==> src/sv/sibc_pkg.sv <==
// Shared types and constants for the challenge sampler.
package sibc_pkg;

    localparam int FIELD_W    = 8;
    localparam int TAU_W      = 7;
    localparam int TAU_MAX    = 64;
    localparam int TAU_RESET  = 39;
    localparam int SIGN_BYTES = 8;
    localparam int SIGN_W     = 64;
    localparam int CNT_W      = 4;

    localparam logic [1:0] FUNC_START = 2'd0;
    localparam logic [1:0] FUNC_FEED  = 2'd1;
    localparam logic [1:0] FUNC_READ  = 2'd2;

    localparam logic [1:0] COEFF_ZERO = 2'b00;
    localparam logic [1:0] COEFF_POS  = 2'b01;
    localparam logic [1:0] COEFF_NEG  = 2'b11;

    typedef struct packed {
        logic [1:0]         func;
        logic [FIELD_W-1:0] stream_byte;
        logic [FIELD_W-1:0] coeff_index;
    } sibc_req_t;

    typedef struct packed {
        logic signed [1:0] coeff_value;
        logic              byte_accepted;
        logic              challenge_done;
    } sibc_rsp_t;

    typedef enum logic [1:0] {
        ST_IDLE,
        ST_EXEC,
        ST_WRB
    } sibc_state_t;

endpackage

==> src/sv/sibc_coeff_mem.sv <==
// Coefficient memory: one write port, one registered read port.
module sibc_coeff_mem #(
    parameter int DEPTH = 256,
    parameter int AW    = 8
) (
    input  logic          clk,
    input  logic          we,
    input  logic [AW-1:0] waddr,
    input  logic [1:0]    wdata,
    input  logic [AW-1:0] raddr,
    output logic [1:0]    rdata
);

    logic [1:0] mem [DEPTH];

    always_ff @(posedge clk)
    begin
        if (we)
        begin
            mem[waddr] <= wdata;
        end
    end

    always_ff @(posedge clk)
    begin
        rdata <= mem[raddr];
    end

endmodule

==> src/sv/sample_in_ball_challenge_unit.sv <==
// Top level of the challenge sampler: control, sign word and coefficient store.
// Flow: an accepted request is registered, executed in ST_EXEC and its result registered;
// a placement also passes through ST_WRB. A new request is taken only while idle. A placement
// does one read and two writes on the coefficient memory, whose single write port takes both.
// Reset: control cleared, tau = 39, all coefficients read zero at once (valid bits).
// Results are shown for one cycle under result_valid; the receiver cannot stall.
module sample_in_ball_challenge_unit
    import sibc_pkg::*;
#(
    parameter int POLY_LEN = 256
) (
    input  logic             clk,
    input  logic             rst_n,
    input  logic             start,
    output logic             busy,
    input  sibc_req_t        request,
    output logic             result_valid,
    output sibc_rsp_t        result,
    input  logic             cfg_we,
    input  logic [TAU_W-1:0] cfg_wdata
);

    localparam int IW = $clog2(POLY_LEN);
    localparam int PW = $clog2(POLY_LEN + 1);
    localparam int CW = (PW > FIELD_W) ? PW : FIELD_W + 1;

    sibc_state_t         state_reg, state_next;
    sibc_req_t           req_reg, req_next;
    logic [TAU_W-1:0]    tau_reg, tau_next;
    logic [SIGN_W-1:0]   sign_reg, sign_next;
    logic [CNT_W-1:0]    cnt_reg, cnt_next;
    logic [PW-1:0]       pos_reg, pos_next;
    logic                done_reg, done_next;
    logic [POLY_LEN-1:0] valid_reg, valid_next;
    logic                out_valid_reg, out_valid_next;
    sibc_rsp_t           out_reg, out_next;

    logic                mem_we;
    logic [IW-1:0]       mem_waddr;
    logic [1:0]          mem_wdata;
    logic [IW-1:0]       mem_raddr;
    logic [1:0]          mem_rdata;
    logic [1:0]          rd_coeff;
    logic [TAU_W-1:0]    tau_eff;
    logic [IW-1:0]       byte_idx;
    logic [IW-1:0]       read_idx;
    logic [IW-1:0]       pos_idx;
    logic                accept;

    assign accept    = start && !busy;
    assign busy      = (state_reg != ST_IDLE);
    assign mem_raddr = (request.func == FUNC_READ) ? request.coeff_index[IW-1:0]
                                                   : request.stream_byte[IW-1:0];
    assign byte_idx  = req_reg.stream_byte[IW-1:0];
    assign read_idx  = req_reg.coeff_index[IW-1:0];
    assign pos_idx   = pos_reg[IW-1:0];

    always_comb
    begin
        if (tau_reg == '0)
        begin
            tau_eff = TAU_W'(1);
        end
        else if (tau_reg > TAU_W'(TAU_MAX))
        begin
            tau_eff = TAU_W'(TAU_MAX);
        end
        else
        begin
            tau_eff = tau_reg;
        end
    end

    sibc_coeff_mem #(
        .DEPTH (POLY_LEN),
        .AW    (IW)
    ) u_mem (
        .clk   (clk),
        .we    (mem_we),
        .waddr (mem_waddr),
        .wdata (mem_wdata),
        .raddr (mem_raddr),
        .rdata (mem_rdata)
    );

    always_ff @(posedge clk or negedge rst_n)
    begin
        if (!rst_n)
        begin
            state_reg     <= ST_IDLE;
            tau_reg       <= TAU_W'(TAU_RESET);
            sign_reg      <= '0;
            cnt_reg       <= '0;
            pos_reg       <= PW'(POLY_LEN - TAU_RESET);
            done_reg      <= 1'b0;
            valid_reg     <= '0;
            out_valid_reg <= 1'b0;
        end
        else
        begin
            state_reg     <= state_next;
            tau_reg       <= tau_next;
            sign_reg      <= sign_next;
            cnt_reg       <= cnt_next;
            pos_reg       <= pos_next;
            done_reg      <= done_next;
            valid_reg     <= valid_next;
            out_valid_reg <= out_valid_next;
        end
    end

    always_ff @(posedge clk)
    begin
        req_reg <= req_next;
        out_reg <= out_next;
    end

    always_comb
    begin
        state_next     = state_reg;
        req_next       = req_reg;
        tau_next       = cfg_we ? cfg_wdata : tau_reg;
        sign_next      = sign_reg;
        cnt_next       = cnt_reg;
        pos_next       = pos_reg;
        done_next      = done_reg;
        valid_next     = valid_reg;
        out_valid_next = 1'b0;
        out_next       = out_reg;
        mem_we         = 1'b0;
        mem_waddr      = pos_idx;
        mem_wdata      = COEFF_ZERO;
        rd_coeff       = COEFF_ZERO;

        case (state_reg)
            ST_IDLE:
            begin
                if (accept)
                begin
                    req_next   = request;
                    state_next = ST_EXEC;
                end
            end
            ST_EXEC:
            begin
                state_next                    = ST_IDLE;
                out_valid_next                = 1'b1;
                out_next.coeff_value          = COEFF_ZERO;
                out_next.byte_accepted        = 1'b0;
                out_next.challenge_done       = done_reg;
                case (req_reg.func)
                    FUNC_START:
                    begin
                        valid_next              = '0;
                        sign_next               = '0;
                        cnt_next                = '0;
                        pos_next                = PW'(POLY_LEN) - PW'(tau_eff);
                        done_next               = 1'b0;
                        out_next.challenge_done = 1'b0;
                    end
                    FUNC_FEED:
                    begin
                        if (!done_reg)
                        begin
                            if (cnt_reg < CNT_W'(SIGN_BYTES))
                            begin
                                // little-endian: first byte ends up in the low bits
                                sign_next = {req_reg.stream_byte,
                                             sign_reg[SIGN_W-1:FIELD_W]};
                                cnt_next  = cnt_reg + CNT_W'(1);
                                out_next.byte_accepted = 1'b1;
                            end
                            else if (CW'(req_reg.stream_byte) <= CW'(pos_reg) &&
                                     CW'(pos_reg) < CW'(POLY_LEN))
                            begin
                                if (valid_reg[byte_idx])
                                begin
                                    rd_coeff = mem_rdata;
                                end
                                mem_we              = 1'b1;
                                mem_waddr           = pos_idx;
                                mem_wdata           = rd_coeff;
                                valid_next[pos_idx] = 1'b1;
                                out_valid_next      = 1'b0;
                                state_next          = ST_WRB;
                            end
                        end
                    end
                    FUNC_READ:
                    begin
                        if (CW'(req_reg.coeff_index) < CW'(POLY_LEN) &&
                            valid_reg[read_idx])
                        begin
                            out_next.coeff_value = mem_rdata;
                        end
                    end
                    default:
                    begin
                    end
                endcase
            end
            ST_WRB:
            begin
                mem_we               = 1'b1;
                mem_waddr            = byte_idx;
                mem_wdata            = sign_reg[0] ? COEFF_NEG : COEFF_POS;
                valid_next[byte_idx] = 1'b1;
                sign_next            = sign_reg >> 1;
                pos_next             = pos_reg + PW'(1);
                if (pos_reg + PW'(1) == PW'(POLY_LEN))
                begin
                    done_next = 1'b1;
                end
                out_valid_next          = 1'b1;
                out_next.coeff_value    = COEFF_ZERO;
                out_next.byte_accepted  = 1'b1;
                out_next.challenge_done = (pos_reg + PW'(1) == PW'(POLY_LEN));
                state_next              = ST_IDLE;
            end
            default:
            begin
                state_next = ST_IDLE;
            end
        endcase
    end

    assign result_valid = out_valid_reg;
    assign result       = out_reg;

    a_result_follows_work: assert property (@(posedge clk) disable iff (!rst_n)
        result_valid |-> $past(state_reg != ST_IDLE))
        else $error("result without work in progress");

    a_place_ends: assert property (@(posedge clk) disable iff (!rst_n)
        (state_reg == ST_WRB) |=> (result_valid && result.byte_accepted))
        else $error("placement did not report acceptance");

    a_coeff_legal: assert property (@(posedge clk) disable iff (!rst_n)
        result_valid |-> (result.coeff_value != 2'sb10))
        else $error("illegal coefficient code");

    a_done_pos: assert property (@(posedge clk) disable iff (!rst_n)
        done_reg |-> (pos_reg == PW'(POLY_LEN)))
        else $error("done without full placement");

endmodule
==> config.mk <==
export PLATFORM = sky130hd
export DESIGN_NAME = sample_in_ball_challenge_unit
export DESIGN_NICKNAME = d
export VERILOG_FILES = /design/src/sv/sibc_pkg.sv /design/src/sv/sibc_coeff_mem.sv /design/src/sv/sample_in_ball_challenge_unit.sv
export SDC_FILE = /design/constraint.sdc
export NUM_CORES = 2
export LEC_CHECK = 0
export BUFFER_PORTS_ARGS = -buffer_cell sky130_fd_sc_hd__buf_4
export CORE_MARGIN = 2
export CORE_UTILIZATION = 55
export CTS_CLUSTER_SIZE = 14
export DETAILED_ROUTE_END_ITERATION = 8
export GPL_TIMING_DRIVEN = 0
export PLACE_DENSITY_LB_ADDON = 0.2
export SLEW_MARGIN = 20
export SYNTH_ARGS = -nofsm -noshare
export SYNTH_HDL_FRONTEND = slang
export SYNTH_SLANG_ARGS = --single-unit
==> constraint.sdc <==
create_clock -name clk -period 20.4 [get_ports clk]
set_input_delay 4.08 -clock clk [delete_from_list [all_inputs] [get_ports clk]]
set_output_delay 4.08 -clock clk [all_outputs]
set_load 0.1 [all_outputs]
==> results.ini <==
[timing]
period_share_pct = 43.2
fmax_mhz = 114
maxSlewHeadroom_pct = 8.97
report.final.slew_viol_count = 0
min_period_ns = 8.80
setup_tns_ns = 0
worst_pin_slew_ns = 1.36
setup_viol = 0
rsz0062_at_grt = false
skew_ns = 0.0526
hold_viol = 0

[power]
pwr-share-comb_pct = 28.7
p_seq_share_pct = 37.2
powerDensity_mw_per_mm2 = 104
clock_power_share_pct = 34.1
p_int_mw = 3.33
netSwitchingPower_mw = 2.08
p_sw_share_pct = 38.5
peakVddDrop_mv = 0.0746
p_leak_nw = 16.8

[critical_path]
required_ns = 20.94
end_kind = register
r2r-start = byte_idx[0]$_DFFE_PP_
start_kind = input pin
critPathLaunch = request[16]
cp_max_fo = 10
rrSetupSlack_ns = 14.30
critical_path_arrival_ns = 9.34
critPathKind = in2reg

[detailed_routing]
first_iter_violations = 8318
drcViolationCount = 0
vias_per_cell = 7.47
wl_per_cell_um = 34.3
wl_um = 194000
vias = 42300
firstDrtPassIters = 9
ant_nets = 0

[synth]
synth_area_leader_cell = edfxtp_1
synthFlopType = edfxtp_1
netlist_instances = 4334
ys_warn_count = 0
synth_area_per_cell_um2 = 10.7
synth_commonest_cells = nand2_1 (666), edfxtp_1 (534), nor2_1 (395)
netlist_area_mm2 = 0.0463
synth-seq-cells = 880
synth_edf_count = 534
yosys.area.top_type_share_pct = 34.6
synthArstFlopShare_pct = 39.1
syn_nets = 4380
synth_cell_type_count = 69
synth_area_leaders = edfxtp_1 (35%), dfrtp_1 (18%), mux4_2 (7.8%), nand2_1 (5.4%), a2bb2oi_1 (4.9%)
yosysMostFrequentCell = nand2_1
synth_seq_area_share_pct = 53.4

[finish]
largest_reg_flops = 512
fillCellCount = 6714
layout.nets = 4538
regArea_mm2 = 0.0247
drive_gt1_share_pct = 10.6
final_core_util_pct = 62.3
area_growth_pct = 12.2
multi_input_area_mm2 = 0.0199

[global_routing]
overflow = 0
antenna_found_initial = 11
grt_pass1_vias = 39500
grtUsageTotal_pct = 44.2
grt_start_max_net_pins = 92
grt_first_pass_wirelength_um = 274000

[floorplanning]
die_w_um = 294
die_h_um = 294
rows = 106
core_mm2 = 0.0834
initial_utilization_pct = 55.5
die-area_mm2 = 0.0865
ios = 35

[worst_hold_path]
min_from = sign_reg[2]$_DFFE_PN0P_
hold_class = reg2reg

[status]
status = finished, final reports clean

[placed_design]
place.gp.congestion = 1.04
port_buffers = 33
dp_hpwl_um = 130000

[clocking]
ctsLongestPathBuffers = 3
root_buffer = clkbuf_16
cts_buffers = 95
ctsResizeCount = 0
cts_tree = built
htree_levels = 3
cts_hold_buf = 0
clkTransAtPathRegs_ns = 0.07
clk_latency_ns = 0.72
cts_sinks = 880
post_cts_buffers = 0

[flow_run]
drv_cap = 0

==> metrics by stage <==
stage	setup WS, ns	cells	power, mW	hold WS [ns]	instance area, um2
after floorplan	5.98	4334	2.82	0.450	46300
after global placement	-7.19	5447	3.47	0.463	47900
after detailed placement	11.33	5475	3.48	0.472	48700
after CTS	12.01	5651	5.28	0.510	51900
after global routing	11.86	5651	5.47	0.533	51900
final	11.60	5653	5.42	0.505	51900
==> critical path, stage by stage <==
cell	delay, ns
buf_4	0.12
clkbuf_1	0.33
and3b_1	0.30
a21oi_2	0.59
buf_2	0.49
buf_2	0.62
mux2i_1	0.33
nor3_1	0.10
a2111oi_0	0.73
nand2_1	0.14
nor4_1	0.92
a41oi_1	0.19
and3_1	0.37
==> logic make-up after synthesis <==
| logic type | count (synthesis) | share of synthesized area (%) |
|---|---|---|
| and+or+nand+nor | 1494 | 15.3 |
| buffers and inverters | 442 | 3.79 |
| xor gates and xnor gates | 4 | 0.0757 |
| AOI/OAI and AO/OA | 1247 | 17.2 |
| muxes | 250 | 9.81 |
| DFF | 880 | 53.4 |
| adders and majority gates | 17 | 0.460 |
==> cell usage in the layout (no fill, tap or decap), types with 13 or more instances in the layout <==
cell type	netlist	layout
inv_1	32	32
mux2_2	17	17
clkbuf_1	326	320
a31oi_1	44	43
nor3_1	42	40
bufinv_16	0	13
dfrtp_1	335	335
clkbuf_2	0	17
a22oi_1	68	68
buf_4	9	43
nand3_1	82	82
edfxtp_1	534	534
clkinv_2	0	20
nand2_1	666	666
buf_1	39	32
and3_1	18	18
ha_1	17	17
clkbuf_16	0	98
nor2_1	395	395
a21oi_1	325	324
a2bb2oi_1	257	257
buf_2	32	38
mux2i_1	72	72
mux4_2	161	161
o22ai_1	27	27
nor4b_1	198	197
nor2b_1	13	13
clkinv_1	1	19
o221ai_1	43	43
buf_16	0	22
o21ai_0	371	368
a211oi_1	31	31
nand4_1	32	32
==> layout make-up <==
class                           instances  share of cell area [%]
Antenna cell                            2                 0.00964
Buffer                                409                    3.20
Clock buffer                          112                    4.90
Clock inverter                         64                    1.38
Inverter                               33                   0.238
Multi-Input combinational cell       3012                    38.3
Sequential cell                       880                    47.5
Tap cell                             1080                    2.60
Timing Repair Buffer                   61                    1.80
==> routing by layer <==
layer  part of all wire (%)  vias to the layer above  track usage [%]
li1                       -                    16700                -
met1                     34                    20100             57.6
met2                     40                     4262             61.0
met3                     18                     1092             18.5
met4                    7.9                       14             27.3
met5                  0.092                        -                0
==> power groups by stage <==
stage | clock, mW | combinational (mW) | sequential (mW)
2_1_floorplan | 0 | 0.776 | 2.04
3_3_place_gp | 0 | 1.42 | 2.05
3_5_place_dp | 0 | 1.44 | 2.04
4_1_cts | 1.83 | 1.44 | 2.01
5_1_grt | 1.91 | 1.55 | 2.02
6_report | 1.85 | 1.56 | 2.01
==> worst paths after layout <==
check                                                    to  depth (start not counted)
worst max-delay path                 u_mem.rdata[1]$_DFF_P_                         13
worst min-delay path                sign_reg[2]$_DFFE_PN0P_                          2
worst max register to register  u_mem.mem[207][0]$_DFFE_PP_                         12
worst min register to register      sign_reg[2]$_DFFE_PN0P_                          2
max in group asynchronous        valid_reg[157]$_DFFE_PN0P_                          4
min in group asynchronous           sign_reg[6]$_DFFE_PN0P_                          1
(Power assumes the default switching activity.)
